$ cat config.mk
export PLATFORM = sky130hd
export DESIGN_NAME = mvtu_lane
export DESIGN_NICKNAME = d
export VERILOG_FILES = /design/src/sv/matrix_vertex_transform_unit_core_macros.svh /design/src/sv/mvtu_pkg.sv /design/src/sv/mvtu_lane.sv
export SDC_FILE = /design/constraint.sdc
export NUM_CORES = 2
export LEC_CHECK = 0
export BUFFER_PORTS_ARGS = -buffer_cell sky130_fd_sc_hd__clkbuf_2
export CAP_MARGIN = 20
export CORE_MARGIN = 2
export CORE_UTILIZATION = 55
export CTS_BUF_LIST = sky130_fd_sc_hd__clkbuf_4 sky130_fd_sc_hd__clkbuf_8 sky130_fd_sc_hd__clkbuf_16
export DETAILED_ROUTE_END_ITERATION = 8
export PLACE_DENSITY = 0.72
export SLEW_MARGIN = 10
export SYNTH_ARGS = -nofsm -noshare
export SYNTH_HDL_FRONTEND = slang
export SYNTH_SLANG_ARGS = --single-unit
$ cat constraint.sdc
create_clock -name clk -period 3.9 [get_ports clk]
set_clock_uncertainty 0.05 [all_clocks]
set_input_delay 0.585 -clock clk [delete_from_list [all_inputs] [get_ports clk]]
set_output_delay 0.585 -clock clk [all_outputs]
set_load 0.005 [all_outputs]
$ cat src/sv/matrix_vertex_transform_unit_core_macros.svh
// ----------------------------------------------------------------------------
// Assertion macros for the matrix vertex transform unit
// Checks sampled on clk, held off while arst_n is low.
// ----------------------------------------------------------------------------
`ifndef MATRIX_VERTEX_TRANSFORM_UNIT_CORE_MACROS_SVH
`define MATRIX_VERTEX_TRANSFORM_UNIT_CORE_MACROS_SVH

// consequent checked in the same cycle as the antecedent
`define MVTU_ASSERT_SAME(label, ante, cons, msg) \
	label: assert property (@(posedge clk) disable iff (!arst_n) (ante) |-> (cons)) \
		else $error(msg);

// consequent checked in the cycle after the antecedent
`define MVTU_ASSERT_NEXT(label, ante, cons, msg) \
	label: assert property (@(posedge clk) disable iff (!arst_n) (ante) |=> (cons)) \
		else $error(msg);

`endif

$ cat src/sv/mvtu_pkg.sv
// ----------------------------------------------------------------------------
// mvtu_pkg
// Shared widths, opcodes, sequencer states and lane structs.
// ----------------------------------------------------------------------------
package mvtu_pkg;

	localparam int DATA_W  = 32;            // Q16.16 element width
	localparam int FRAC_W  = 16;            // fraction bits
	localparam int LANES   = 4;             // one lane per matrix row
	localparam int K_W     = $clog2(LANES); // row / column / term index
	localparam int PROD_W  = 2 * DATA_W;
	localparam int SHP_W   = PROD_W - FRAC_W;   // product after floor shift
	localparam int ACC_W   = SHP_W + K_W;       // exact sum of LANES terms

	localparam int S_TDATA_W = 168;
	localparam int S_TUSER_W = 3;
	localparam int M_TDATA_W = LANES * DATA_W;
	localparam int M_TUSER_W = 1;

	localparam logic signed [DATA_W-1:0] Q_ONE = DATA_W'(64'd1 << FRAC_W);
	localparam logic signed [DATA_W-1:0] Q_MAX = {1'b0, {(DATA_W-1){1'b1}}};
	localparam logic signed [DATA_W-1:0] Q_MIN = {1'b1, {(DATA_W-1){1'b0}}};

	typedef enum logic [2:0] {
		OP_WR_CUR  = 3'd0,
		OP_WR_STG  = 3'd1,
		OP_COMPOSE = 3'd2,
		OP_XFORM   = 3'd3,
		OP_IDENT   = 3'd4
	} opcode_t;

	typedef enum logic [1:0] {
		ST_IDLE,
		ST_RUN,
		ST_DRAIN,
		ST_FINISH
	} seq_state_t;

	// per-cycle lane control, broadcast to all lanes
	typedef struct packed {
		logic           issue;
		logic           first;
		logic           last;
		logic           compose;
		logic [K_W-1:0] col;
	} lane_ctl_t;

	// finished dot product from one lane
	typedef struct packed {
		logic                     vld;
		logic                     compose;
		logic [K_W-1:0]           col;
		logic                     clip;
		logic signed [DATA_W-1:0] value;
	} lane_res_t;

endpackage

$ cat src/sv/mvtu_lane.sv
// ----------------------------------------------------------------------------
// mvtu_lane
// One row lane: multiply, floor shift, accumulate four terms, saturate.
// ----------------------------------------------------------------------------
module mvtu_lane
	import mvtu_pkg::*;
(
	input  logic                     clk,
	input  logic                     arst_n,
	input  lane_ctl_t                ctl,
	input  logic signed [DATA_W-1:0] opa,
	input  logic signed [DATA_W-1:0] opb,
	output lane_res_t                res
);

	logic                     vld_s1;
	logic                     first_s1;
	logic                     last_s1;
	logic                     cmp_s1;
	logic [K_W-1:0]           col_s1;
	logic signed [PROD_W-1:0] prod_s1;

	logic                     done_s2;
	logic                     cmp_s2;
	logic [K_W-1:0]           col_s2;
	logic signed [ACC_W-1:0]  acc_s2;

	logic signed [ACC_W-1:0]  term;
	logic [ACC_W-DATA_W:0]    acc_hi;
	logic                     fits;

	always_ff @(posedge clk or negedge arst_n) begin
		if (!arst_n) begin
			vld_s1  <= 1'b0;
			done_s2 <= 1'b0;
		end else begin
			vld_s1  <= ctl.issue;
			done_s2 <= vld_s1 && last_s1;
		end
	end

	// floor shift is a plain drop of the low fraction bits
	assign term = {{(ACC_W-SHP_W){prod_s1[PROD_W-1]}}, prod_s1[PROD_W-1:FRAC_W]};

	always_ff @(posedge clk) begin
		first_s1 <= ctl.first;
		last_s1  <= ctl.last;
		cmp_s1   <= ctl.compose;
		col_s1   <= ctl.col;
		prod_s1  <= opa * opb;
		cmp_s2   <= cmp_s1;
		col_s2   <= col_s1;
		if (vld_s1) begin
			acc_s2 <= (first_s1 ? '0 : acc_s2) + term;
		end
	end

	// in range when every bit from the sign of the result up agrees
	assign acc_hi = acc_s2[ACC_W-1:DATA_W-1];
	assign fits   = (&acc_hi) || !(|acc_hi);

	always_comb begin
		res.vld     = done_s2;
		res.compose = cmp_s2;
		res.col     = col_s2;
		res.clip    = !fits;
		if (fits) begin
			res.value = acc_s2[DATA_W-1:0];
		end else if (acc_s2[ACC_W-1]) begin
			res.value = Q_MIN;
		end else begin
			res.value = Q_MAX;
		end
	end

endmodule

==> results.yml <==
status:
  status: "finished with violations"
  violations: "negative setup slack"
yosys:
  ys_dominant_reg_cell: "dfxtp_1"
  syn_area_per_cell_um2: 9.489
  yosys_warnings: 0
  synthesis.instances: 4406
  synth_edf_count: 50
  syn_nets: 5789
  synth_cell_types: 80
  ys_seq_area_share_pct: 6.392
  ys_async_sr_fraction_pct: 1.852
  syn_area_mm2: 0.04181
  ys_seq_elements: 108
sta:
  tightest_slew_ns: 0.6605
  hold_viol_final: 0
  finalCriticalPeriod_ns: 7.216
  layout_setup_ws_ns: -3.316
  slew_headroom_pct: 55.96
  setup_viol_count_final: 48
  post-route-period-util_pct: 185.0
  max_clock_freq_mhz: 138.6
  slew_violations: 0
  rsz0062_at_grt: "true"
critical_path:
  rrSetupSlack_ns: 0.27
  cp.arrival_ns: 7.42
  regToRegEndpoint: "acc_s2[46]$_DFFE_PP_"
  r2r_cells: 14
  criticalPathCategory: "in -> reg"
  cp.required_ns: 4.10
  r2r_start: "first_s1$_DFF_P_"
  crit_path_frequent_cell: "fa_1"
  cp-end-kind: "register"
  critPathLaunchType: "primary input"
  crit_fanout: 9
  cp.depth: 26
  critical_path.top_delay_family: "adder cells"
  cp.buffers_inverters: 7
  crit_slowest_cell: "fa_1"
  slowest_delay_ns: 0.60
route:
  num_vias: 31390
  drtIter0Drc: 2030
  dr.pass1.iters: 7
  routed_via_density: 5.412
  drc: 0
  avgRoutedWirePerCell_um: 19.33
  postRouteAntennaNets: 0
  wirelength_um: 112100
place:
  port_buffers: 108
  dp_cells: 5710
  hpwlAfterDp_um: 92620
  place.gp.congestion: 0.9260
  placed_area_mm2: 0.04718
  pre_cts_ws_ns: -3.923
floorplanning:
  ios: 109
  initial_core_util_pct: 55.32
  core.rowCount: 101
  fp.dieW_um: 279.7
  core_area_mm2: 0.07557
  die_h_um: 279.7
  die_area_mm2: 0.07824
grt:
  grt_pass1_vias: 34710
  track_usage_pct: 28.83
  overflow: 0
  grt_antenna_before_repair: 7
  grt_max_degree: 33
  grt_pass1_wl_um: 178300
min_path:
  holdPathEnd: "col_s1[0]$_DFF_P_"
  holdPathStages: 1
  hold_start: "ctl[0]"
  hp-class: "in -> reg"
clock_network:
  numClockSinks: 108
  insertion_delay_ns: 0.36
  cts_tree: "yes"
  clk_path_buf_depth: 2
  cts_buffers: 9
  cts_root_buf: "clkbuf_16"
  cts_htree_levels: 3
  clk_pin_slew_ns: 0.08
finish:
  syn_to_final_growth_pct: 19.01
  final_area_mm2: 0.04976
  fin_cells: 5800
  finish.utilization_pct: 65.84
  final_nets: 6192
  layout-drive-gt1-share_pct: 18.97
job:
  max-cap-violations: 0
==> per-stage QoR <==
step	hold slack (ns)	TNS [ns]
finish	0.2764	-139.90
global route	0.2660	-148.34
CTS	0.2675	-134.05
detailed placement	0.2621	-163.77
global placement	0.2601	-160.34
floorplan	0.2394	-127.67
==> cells in the final DEF (no fill, tap or decap), types with 22 or more instances in the layout <==
cell type,instances
xnor2_1,61
nor2b_1,64
edfxtp_1,50
inv_2,23
fa_2,48
ha_1,193
a21oi_2,29
clkbuf_2,66
buf_12,65
dfxtp_1,56
and2_4,26
a21o_1,75
fa_1,1034
ha_4,35
nand2b_1,22
inv_1,941
xor2_1,27
clkbuf_16,23
and2_1,496
nand4_1,26
nand2_1,524
nor2_1,85
a21oi_1,70
buf_4,365
buf_6,70
o21ai_0,33
==> flip-flops by register name, indices dropped and copies added, names as in the netlist <==
name      cells
prod_s1      48
cmp_s1        1
col_s2        2
acc_s2       50
cmp_s2        1
last_s1       1
col_s1        2
done_s2       1
vld_s1        1
first_s1      1
==> cell type report <==
| cell class | count | area (µm²) |
|---|---|---|
| Antenna cell | 8 | 20.02 |
| Clock buffer | 10 | 239.0 |
| Clock inverter | 6 | 47.55 |
| Fill cell | 5717 | 25810 |
| Inverter | 966 | 3635 |
| Multi-Input combinational cell | 3109 | 36010 |
| Sequential cell | 108 | 2674 |
| Tap cell | 978 | 1224 |
| Timing Repair Buffer | 615 | 5903 |
==> timing repair <==
item / 4_1_cts / 5_1_grt
pin swaps: 61 / 125
buffers inserted: 15 / 41
setup endpoints to repair: 48 / 48
hold buffers: 1 / 0
cloned: 1 / 12
hold endpoints to repair: 2 / 0
gates resized for setup: 170 / 210
==> per-layer routing <==
layer	GRT usage (%)	up-vias	wire length (µm)
met5	0	-	11
li1	-	13800	-
met2	51.40	1110	57660
met3	2.836	280	6329
met1	36.32	16200	43400
met4	11.08	2	4703
==> how the worst max path moves through the flow <==
stage	from	end	slack, ns
2_1_floorplan	opa[31]	prod_s1[62]$_DFF_P_	-3.48
3_5_place_dp	opa[12]	prod_s1[62]$_DFF_P_	-3.92
5_1_grt	opa[31]	prod_s1[63]$_DFF_P_	-3.52
6_report	opb[12]	prod_s1[63]$_DFF_P_	-3.32
4_1_cts	opa[31]	prod_s1[62]$_DFF_P_	-3.21
3_3_place_gp	opa[12]	prod_s1[62]$_DFF_P_	-3.81
==> cells by family (layout without fill, tap and decap cells) <==
group           after synthesis  after routing  share of synthesized area, %
compound gates              342            342                         5.635
xor+xnor                     98             98                         2.053
fa+ha+maj                  1311           1311                         58.66
buf+inv                    1189           1597                         10.73
flops                       108            108                         6.392
mux                           5              5                        0.1197
other cells                   0              8                             0
simple gates               1353           1353                         16.41
==> synthesized netlist by cell type, types with 3 or more instances <==
library cell,number,area (µm²)
nand2_1,545,2046
xor2_1,30,262.8
ha_1,229,2865
edfxtp_1,50,1501
a221oi_1,3,26.28
a21o_1,75,563.0
a31oi_1,11,68.82
mux2i_1,5,50.05
nand3_1,20,100.1
xnor2_1,68,595.6
a21oi_1,104,520.5
nor3_1,22,110.1
a221o_1,3,30.03
fa_1,1082,21660
nand2b_1,23,143.9
nor2_1,92,345.3
or3_1,3,18.77
buf_2,10,50.05
o21bai_1,15,112.6
or2_2,3,18.77
and2_1,522,3266
clkbuf_1,208,780.8
and4_1,5,43.79
a211oi_1,4,30.03
o21ai_1,6,30.03
and3_1,7,43.79
nor4b_1,3,26.28
nor4_1,10,62.56
a311oi_1,3,26.28
inv_1,966,3626
nor2b_1,65,406.6
o21ai_0,54,270.3
dfxtp_1,56,1121
o211ai_1,3,22.52
a211o_1,6,52.55
nand4_1,26,162.7
o21a_1,9,67.56
==> worst register-to-register path, cell delays in order (launching register included) <==
cell and delay, ns:
dfxtp_1 0.36, buf_12 0.18, buf_4 0.31, nor2b_1 0.12
ha_1 0.44, nand4_1 0.16, nor2_1 0.16, nand3_1 0.11
nor3_1 0.20, o21ai_1 0.14, a211oi_2 0.32, o211ai_2 0.18
a21oi_2 0.31, mux2i_1 0.26, nand3_1 0.09
Power is left out: the tool's default activity adds up to more than one toggle a clock period on the data nets, which glitch-free logic cannot reach.
